==> config.mk <==
export PLATFORM = sky130hd
export DESIGN_NAME = i2c_register_access_master
export DESIGN_NICKNAME = d
export VERILOG_FILES = /design/src/rtl/i2cra_pkg.sv /design/src/rtl/i2cra_step.sv /design/src/rtl/i2c_register_access_master.sv
export VERILOG_INCLUDE_DIRS = /design/src /design/src/rtl
export SDC_FILE = /design/constraint.sdc
export NUM_CORES = 1
export LEC_CHECK = 0
export BUFFER_PORTS_ARGS = -buffer_cell sky130_fd_sc_hd__buf_2
export CAP_MARGIN = 10
export CORE_ASPECT_RATIO = 0.5
export CORE_MARGIN = 4
export CORE_UTILIZATION = 53
export DETAILED_ROUTE_END_ITERATION = 12
export PLACE_DENSITY = 0.72
export SYNTH_ARGS = -nofsm -noshare
export SYNTH_HDL_FRONTEND = slang
export SYNTH_SLANG_ARGS = --single-unit
export TNS_END_PERCENT = 50
==> constraint.sdc <==
create_clock -name clk -period 17.59 [get_ports clk]
set_input_delay 3.518 -clock clk [delete_from_list [all_inputs] [get_ports clk]]
set_output_delay 3.518 -clock clk [all_outputs]
set_load 0.1 [all_outputs]
==> src/rtl/assert_macros.svh <==
// Assertion macros shared by the register access master RTL.
// No dependencies; the bodies are empty when SYNTHESIS is defined.
`ifndef ASSERT_MACROS_SVH
`define ASSERT_MACROS_SVH
`ifndef SYNTHESIS
`define ASSERT_IMPLY(lbl, ck, rn, ante, cons, msg) \
    lbl: assert property (@(posedge ck) disable iff (!rn) (ante) |-> (cons)) \
        else $error(msg);
`define ASSERT_NEXT(lbl, ck, rn, ante, cons, msg) \
    lbl: assert property (@(posedge ck) disable iff (!rn) (ante) |=> (cons)) \
        else $error(msg);
`else
`define ASSERT_IMPLY(lbl, ck, rn, ante, cons, msg)
`define ASSERT_NEXT(lbl, ck, rn, ante, cons, msg)
`endif
`endif

==> src/rtl/i2cra_pkg.sv <==
// Types, constants and helper functions of the I2C register access master.
// Used by i2cra_step and i2c_register_access_master; no dependencies.
package i2cra_pkg;

    localparam logic [1:0] REQ_WRITE = 2'd1;
    localparam logic [1:0] REQ_READ  = 2'd2;

    localparam logic [6:0] WRITE_TICKS = 7'd91;
    localparam logic [6:0] READ_TICKS  = 7'd123;
    localparam logic [7:0] READ_BIT    = 8'h01;

    typedef struct packed {
        logic [1:0] req_type;
        logic [7:0] dev_addr;
        logic [7:0] reg_addr;
        logic [7:0] wdata;
        logic       sda_in;
    } item_t;

    typedef struct packed {
        logic [6:0] phase;
        logic       kind;
        logic [7:0] addr;
        logic [7:0] regad;
        logic [7:0] data;
        logic [7:0] shift;
        logic       scl;
        logic       sda;
        logic       nack;
    } state_t;

    typedef struct packed {
        logic       nack_seen;
        logic [7:0] read_data;
        logic       done_res;
        logic       busy_res;
        logic       sda_out;
        logic       scl_out;
    } result_t;

    typedef struct packed {
        logic [2:0] quot;
        logic [1:0] rem;
    } div3_t;

    // Split a bit slot offset below 24 into bit number and tick within the bit.
    function automatic div3_t div3(input logic [4:0] val);
        logic [8:0] prod;
        logic [4:0] rem5;
        div3_t      res;
        prod     = {4'b0000, val} * 9'd11;
        res.quot = prod[7:5];
        rem5     = val - {1'b0, res.quot, 1'b0} - {2'b00, res.quot};
        res.rem  = rem5[1:0];
        return res;
    endfunction

endpackage

==> src/rtl/i2cra_step.sv <==
// Combinational sequencer step of the I2C register access master.
// Depends on i2cra_pkg for the state, item and result types.
module i2cra_step (
    input  i2cra_pkg::state_t  cur,
    input  i2cra_pkg::item_t   item,
    output i2cra_pkg::state_t  nxt,
    output i2cra_pkg::result_t res
);
    import i2cra_pkg::*;

    typedef enum logic [2:0] {
        SEG_START,
        SEG_SEND,
        SEG_RECV,
        SEG_MNACK,
        SEG_STOP
    } seg_t;

    always_comb
    begin
        state_t     st;
        logic [6:0] p;
        logic [6:0] off7;
        logic [4:0] off;
        logic [4:0] q5;
        logic [6:0] total;
        logic [7:0] tx_byte;
        seg_t       seg;
        div3_t      dq;
        logic       busy;
        logic       done;

        st      = cur;
        busy    = 1'b0;
        done    = 1'b0;
        tx_byte = st.addr;
        seg     = SEG_START;
        off7    = 7'd0;
        q5      = 5'd0;
        dq      = '0;
        total   = WRITE_TICKS;

        if (cur.phase == 7'd0 && (item.req_type == REQ_WRITE || item.req_type == REQ_READ))
        begin
            st.kind  = (item.req_type == REQ_READ);
            st.addr  = item.dev_addr;
            st.regad = item.reg_addr;
            st.data  = item.wdata;
            st.nack  = 1'b0;
            if (item.req_type == REQ_READ)
            begin
                st.shift = 8'h00;
            end
            st.phase = 7'd1;
        end

        p = st.phase - 7'd1;

        if (p < 7'd4)
        begin
            seg  = SEG_START;
            off7 = p;
        end
        else if (p < 7'd32)
        begin
            seg     = SEG_SEND;
            tx_byte = st.addr;
            off7    = p - 7'd4;
        end
        else if (p < 7'd60)
        begin
            seg     = SEG_SEND;
            tx_byte = st.regad;
            off7    = p - 7'd32;
        end
        else if (!st.kind)
        begin
            if (p < 7'd88)
            begin
                seg     = SEG_SEND;
                tx_byte = st.data;
                off7    = p - 7'd60;
            end
            else
            begin
                seg  = SEG_STOP;
                off7 = p - 7'd88;
            end
        end
        else if (p < 7'd64)
        begin
            seg  = SEG_START;
            off7 = p - 7'd60;
        end
        else if (p < 7'd92)
        begin
            seg     = SEG_SEND;
            tx_byte = st.addr | READ_BIT;
            off7    = p - 7'd64;
        end
        else if (p < 7'd117)
        begin
            seg  = SEG_RECV;
            off7 = p - 7'd92;
        end
        else if (p < 7'd120)
        begin
            seg  = SEG_MNACK;
            off7 = p - 7'd117;
        end
        else
        begin
            seg  = SEG_STOP;
            off7 = p - 7'd120;
        end
        off = off7[4:0];

        if (st.phase != 7'd0)
        begin
            busy = 1'b1;
            case (seg)
                SEG_START:
                begin
                    case (off)
                        5'd0:    st.sda = 1'b1;
                        5'd1:    st.scl = 1'b1;
                        5'd2:    st.sda = 1'b0;
                        default: st.scl = 1'b0;
                    endcase
                end
                SEG_SEND:
                begin
                    if (off < 5'd24)
                    begin
                        dq = div3(off);
                        case (dq.rem)
                            2'd0:    st.sda = tx_byte[3'd7 - dq.quot];
                            2'd1:    st.scl = 1'b1;
                            default: st.scl = 1'b0;
                        endcase
                    end
                    else
                    begin
                        case (off)
                            5'd24:   st.sda = 1'b1;
                            5'd25:   st.scl = 1'b1;
                            5'd26:
                            begin
                                if (item.sda_in)
                                begin
                                    st.nack = 1'b1;
                                end
                            end
                            default: st.scl = 1'b0;
                        endcase
                    end
                end
                SEG_RECV:
                begin
                    if (off == 5'd0)
                    begin
                        st.sda = 1'b1;
                    end
                    else
                    begin
                        q5 = off - 5'd1;
                        dq = div3(q5);
                        case (dq.rem)
                            2'd0:    st.scl = 1'b1;
                            2'd1:
                            begin
                                if (item.sda_in)
                                begin
                                    st.shift[3'd7 - dq.quot] = 1'b1;
                                end
                            end
                            default: st.scl = 1'b0;
                        endcase
                    end
                end
                SEG_MNACK:
                begin
                    case (off)
                        5'd0:    st.sda = 1'b1;
                        5'd1:    st.scl = 1'b1;
                        default: st.scl = 1'b0;
                    endcase
                end
                SEG_STOP:
                begin
                    case (off)
                        5'd0:    st.sda = 1'b0;
                        5'd1:    st.scl = 1'b1;
                        default: st.sda = 1'b1;
                    endcase
                end
                default:
                begin
                    st.scl = cur.scl;
                end
            endcase

            total = st.kind ? READ_TICKS : WRITE_TICKS;
            done  = (p == total - 7'd1);
            st.phase = done ? 7'd0 : st.phase + 7'd1;
        end

        nxt           = st;
        res.scl_out   = st.scl;
        res.sda_out   = st.sda;
        res.busy_res  = busy;
        res.done_res  = done;
        res.read_data = st.shift;
        res.nack_seen = st.nack;
    end

endmodule

==> src/rtl/i2c_register_access_master.sv <==
// Top level of the I2C register access master: input register, sequencer state and
// result register around i2cra_step. Depends on i2cra_pkg and assert_macros.svh.
//
// Each input beat is one bus timing tick and yields exactly one result beat carrying
// the SCL and SDA levels, busy, done, the received byte and the sticky NACK flag.
// A beat passes from the input register through the combinational sequencer step
// into the result register, so one beat is taken every clock cycle while the output
// side is ready. A register write spans 91 ticks and a register read 123 ticks;
// requests that arrive while a transaction runs are ignored.
`include "assert_macros.svh"

module i2c_register_access_master (
    input  logic        clk,
    input  logic        rst_n,
    input  logic        s_axis_tvalid,
    output logic        s_axis_tready,
    // dev_addr [7:0], reg_addr [15:8], wdata [23:16], sda_in [24], zero [31:25]
    input  logic [31:0] s_axis_tdata,
    // req_type [1:0]
    input  logic [1:0]  s_axis_tuser,
    output logic        m_axis_tvalid,
    input  logic        m_axis_tready,
    // scl_out [0], sda_out [1], busy_res [2], done_res [3], read_data [11:4],
    // nack_seen [12], zero [15:13]
    output logic [15:0] m_axis_tdata
);
    import i2cra_pkg::*;

    logic    in_valid_reg;
    item_t   in_item_reg;
    logic    out_valid_reg;
    result_t out_res_reg;
    state_t  state_reg;
    state_t  state_next;
    result_t step_res;
    logic    advance;

    assign advance       = in_valid_reg && (!out_valid_reg || m_axis_tready);
    assign s_axis_tready = !in_valid_reg || advance;

    i2cra_step u_step (
        .cur  (state_reg),
        .item (in_item_reg),
        .nxt  (state_next),
        .res  (step_res)
    );

    always_ff @(posedge clk or negedge rst_n)
    begin
        if (!rst_n)
        begin
            in_valid_reg  <= 1'b0;
            out_valid_reg <= 1'b0;
            state_reg     <= '{phase: 7'd0, kind: 1'b0, addr: 8'h00, regad: 8'h00,
                               data: 8'h00, shift: 8'h00, scl: 1'b1, sda: 1'b1,
                               nack: 1'b0};
        end
        else
        begin
            if (s_axis_tready)
            begin
                in_valid_reg <= s_axis_tvalid;
            end
            if (advance)
            begin
                state_reg     <= state_next;
                out_valid_reg <= 1'b1;
            end
            else if (m_axis_tready)
            begin
                out_valid_reg <= 1'b0;
            end
        end
    end

    always_ff @(posedge clk)
    begin
        if (s_axis_tvalid && s_axis_tready)
        begin
            in_item_reg.req_type <= s_axis_tuser;
            in_item_reg.dev_addr <= s_axis_tdata[7:0];
            in_item_reg.reg_addr <= s_axis_tdata[15:8];
            in_item_reg.wdata    <= s_axis_tdata[23:16];
            in_item_reg.sda_in   <= s_axis_tdata[24];
        end
        if (advance)
        begin
            out_res_reg <= step_res;
        end
    end

    assign m_axis_tvalid = out_valid_reg;
    assign m_axis_tdata  = {3'b000, out_res_reg.nack_seen, out_res_reg.read_data,
                            out_res_reg.done_res, out_res_reg.busy_res,
                            out_res_reg.sda_out, out_res_reg.scl_out};

    // The sequencer moves only when a beat goes from the input to the result register.
    `ASSERT_NEXT(a_state_holds, clk, rst_n, in_valid_reg && !advance, $stable(state_reg), "sequencer state changed without a beat")
    // Within a transaction the phase counts up by one or returns to idle.
    `ASSERT_NEXT(a_phase_step, clk, rst_n, advance && state_reg.phase != 7'd0, state_reg.phase == 7'd0 || state_reg.phase == $past(state_reg.phase) + 7'd1, "phase skipped a step")
    // Between transactions both bus lines are released.
    `ASSERT_IMPLY(a_idle_released, clk, rst_n, state_reg.phase == 7'd0, state_reg.scl && state_reg.sda, "bus lines not released while idle")

endmodule
## Word level (Yosys, flattened, before mapping)

Index checks and enable logic that the tools add are counted.

| operators by class | value |
|---|---|
| bitwise operators | 1 |
| shift-type cells | 0 |
| div/mod/pow operators | 0 |
| $lt $le $gt $ge | 12 |
| equality and inequality tests | 14 |
| $add $sub $neg | 18 |
| multiplexer cells | 61 |
| reductions and logical operators | 19 |
| $mul | 2 |

Operator list:

| operator | count |
|---|---|
| $mux 8 | 11 |
| $mux 5 | 9 |
| $mux 40 | 1 |
| $lt 7x7->1 const B | 5 |
| $mux 3 | 9 |
| $sub 5x5->5 const B | 5 |
| $mul 5x4->8 const B | 2 |
| $eq 5x5->1 const B | 3 |
| $sub 5x1->5 const B | 3 |
| $lt 7x6->1 const B | 2 |
| $mux 1 | 14 |
| $mux 7 | 2 |
| $pmux 1 s2 | 7 |
| $sub 7x1->7 const B | 2 |
| $mux 11 | 1 |
| $mux 9 | 1 |
| $lt 3x4->1 const B | 2 |
| $or 8x8->8 | 1 |
| $sub 2x2->2 | 4 |
| $add 7x1->7 const B | 1 |
| $eq 7x7->1 | 1 |
| $logic_not 7->1 | 1 |
| $lt 7x3->1 const B | 1 |
| $reduce_bool 7->1 | 1 |
| other kinds (25) | 38 |

| storage, ports and cells | value |
|---|---|
| memory bits (writable) | 0 |
| bits in latches | 0 |
| bits in read-only memories | 0 |
| memories kept | 0 |
| output and inout bits | 18 |
| input port bits | 38 |
| bits in registers | 85 |

## Longest topological paths before layout

| depth | value |
|---|---|
| depth in word-level cells | 27 |
| mapped depth | 34 |

## Cells and area by module

From an unflattened synthesis, not the netlist that was laid out.

| unflattened totals | value |
|---|---|
| cell total of the unflattened synthesis | 584 |
| area, all modules | 6498.7 um2 |

Modules (own cells, without submodules):

| module | times used | area an instance (um2) | cells each |
|---|---|---|---|
| i2cra_step | 1 | 3412.0 | 441 |
| i2c_register_access_master | 1 | 3086.7 | 143 |

## Worst setup path after synthesis

OpenSTA, ideal clock, no wires.

| timing | value |
|---|---|
| path kind | input -> output |
| start | input port m_axis_tready |
| end | output port s_axis_tready |
| data arrival time | 4.340 ns |
| setup slack | 9.732 ns |
| cell stages on the path | 1 |
| cells stage by stage | nand3b_1 |

| between the ends | value |
|---|---|
| longest elaborated chain between the ends | 3 |

RTL lines:

| item | RTL line | source |
|---|---|---|
| from (decl) | i2c_register_access_master.sv:22 | `input logic m_axis_tready,` |
| $logic_or 1x1->1 | i2c_register_access_master.sv:38 | `assign advance = in_valid_reg && (!out_valid_reg \|\| m_axis_tready);` |
| $logic_and 1x1->1 | i2c_register_access_master.sv:38 |  |
| $logic_or 1x1->1 | i2c_register_access_master.sv:39 | `assign s_axis_tready = !in_valid_reg \|\| advance;` |
| to (decl) | i2c_register_access_master.sv:16 | `output logic s_axis_tready,` |

Every way passes these cells.

==> results_dict.tcl <==
set metrics [dict create \
    synth_top_family_by_area "compound AO/OA/AOI/OAI gates" \
    grt_pass1_vias 4837 \
    ys.flop_type "dfrtp_1" \
    cts.sinks 85 \
    layout_commonest_cell "nand2_1" \
    critPathCapture "m_axis_tdata[0]" \
    drt-vias-per-instance 6.26 \
    cts_max_level 3 \
    final.period_utilization 0.528 \
    syn_inst 627 \
    regToRegEndpoint "m_axis_tdata[0]" \
    dp.final_hpwl_mm 10.8 \
    drtPass1Iterations 5 \
    finalNetCount 739 \
    drive_gt1_frac 0.189 \
    synthArstFlopShare 0.529 \
    fp-row-count 27 \
    dieWidth_um 160 \
    synth-simple-area-share 0.176 \
    clock_latency_ns 0.34 \
    grt_pass1_wl_mm 25.0 \
    maxCapViolCount 0 \
    ctsHoldBuffers 0 \
    setup_violations 0 \
    largest_reg_flops 43 \
    vias 5077 \
    finalSetupTns_ns 0 \
    post_cts_buffers 0 \
    antenna_cells 0 \
    coreArea_um2 11100 \
    ff2ff_path_depth 31 \
    syn_to_final_growth_pct 9.93 \
    status "finished clean" \
    routedWlPerCell_um 18.8 \
    most-common-layout-cells "81 x nand2_1, 45 x buf_2, 43 x dfrtp_1" \
    r2r-start "state_reg[39]" \
    synth_xor_area_frac 0.0438 \
    synth_warnings 0 \
    synth.yosys.seq_area_share 0.381 \
    ys_ff_latch 85 \
    crit_path_end_kind "flop" \
    crit_path_max_fanout 13 \
    cts_tree "yes" \
    start_util 0.550 \
    fin_crit_ns 9.28 \
    synth_compound_area_frac 0.186 \
    io_pins 56 \
    syn_area_per_cell_um2 9.74 \
    holdCritPathClass "reg2reg" \
    synth_area_um2 6110 \
    synth.largest_area_cell "edfxtp_1" \
    routed_wl_mm 15.3 \
    clockBufferDepth 2 \
    worstPathArrival_ns 9.46 \
    synthAdderAreaFrac 0.0844 \
    die_h_um 83.9 \
    worst_path_max_delay_cell "nor2_1" \
    grt_max_degree 46 \
    hold_violations 0 \
    synth_top_area_frac 0.197 \
    rrSetupSlack_ns 8.31 \
    drv_slew 0 \
    synth_edf_count 40 \
    critPathMaxStageDelay_ns 0.76 \
    crit_required_ns 17.77 \
    cts_made_buffers 9 \
    crit_type "reg2reg" \
    yosys-top-cells-area "edfxtp_1 20%, dfrtp_1 18%, ha_1 7.8%, mux2_2 5.5%, nand2_1 5.0%" \
    muxShareOfSynthArea 0.0832 \
    ant_nets 0 \
    die_area_um2 13400 \
    rsz0062_at_grt "no" \
    yosysUniqueCellTypes 84 \
    worstMarginPinSlew_ns 1.19 \
    grtUsageTotal 0.230 \
    root_buffer "clkbuf_16" \
    portBuffers 45 \
    clk_pin_slew_ns 0.07 \
    skew_ns 0.00975 \
    hold_depth 1 \
    antenna_found_initial 0 \
    startpoint "state_reg[39]" \
    critPathLaunchType "flop" \
    drt_iter0_markers 424 \
    grt-ovfl-total 0 \
    drc 0 \
    postCtsResizedCells 0 \
    gp_congestion 0.971 \
    clock.fmax_mhz 108 \
    slew_headroom 0.202 \
]
## kinds of logic after synthesis
family / after synthesis
XOR/XNOR: 25
flip-flops: 85
multiplexers: 47
buffers and inverters: 59
AND/OR/NAND/NOR: 211
adder cells (fa/ha/maj): 40
AO/OA/AOI/OAI: 159
other: 1
## critical path, delay by kind of cell (launching register included)
kind | cells | cell delay [ns]
compound gates | 8 | 1.58
buf+inv | 5 | 0.68
xor+xnor | 4 | 1.00
simple gates | 8 | 3.08
fa+ha+maj | 6 | 2.17
flops | 1 | 0.58
## final cells by class
cell class	count	area (um2)
fillers	970	4400
multi-input cells	485	3510
flip-flops and latches	85	2330
repair buffers	51	270
clock buffers	10	239
well taps	145	181
inverters	29	109
clock inverters	6	76.3
## how the worst min path moves through the flow
stage | from | endpoint | slack (ns)
after floorplan | state_reg[0] | state_reg[0] | 0.45
final | in_valid_reg | m_axis_tvalid | 0.49
after global placement | state_reg[0] | state_reg[0] | 0.46
after detailed placement | state_reg[0] | state_reg[0] | 0.47
after global routing | state_reg[10] | state_reg[10] | 0.50
after CTS | state_reg[0] | state_reg[0] | 0.48
## synthesized netlist by cell type (3+ instances only)
cell type	n
a211o_1	4
a211oi_1	6
a21o_1	3
a21oi_1	29
a22o_1	10
a22oi_1	5
a311o_1	3
a31oi_1	11
a32oi_1	3
and2_1	4
and3_1	8
buf_2	5
buf_4	5
buf_6	4
clkbuf_1	14
dfrtp_1	43
edfxtp_1	40
ha_1	38
inv_1	25
inv_2	3
mux2_2	30
mux2i_1	17
nand2_1	81
nand2b_1	8
nand3_1	17
nand4_1	8
nor2_1	33
nor3_1	18
nor4_1	7
nor4_2	3
o2111ai_1	4
o211ai_1	5
o21ai_0	29
o22ai_1	4
o31ai_1	7
or3_1	3
or4_1	4
xnor2_1	15
xnor3_1	3
xor2_1	6
## per-stage QoR
step                      hold WS, ns  utilization  instance area, um2  setup slack (ns)  instances
after global placement          0.461        0.576                6400              8.58        795
after detailed placement        0.470        0.576                6400              8.59        795
after CTS                       0.485        0.604                6720              8.51        811
after global routing            0.505        0.604                6720              7.73        811
after floorplan                 0.446            -                6120              9.73        629
final                           0.486        0.604                6720              8.31        811
## routing by layer
layer	GRT usage	part of all wire
met1	0.322	0.48
met2	0.363	0.44
met3	0.0592	0.069
met4	0.0507	0.013
met5	0	0
Power is left out: the tool's default activity adds up to more than one toggle a clock period on the data nets, which glitch-free logic cannot reach.
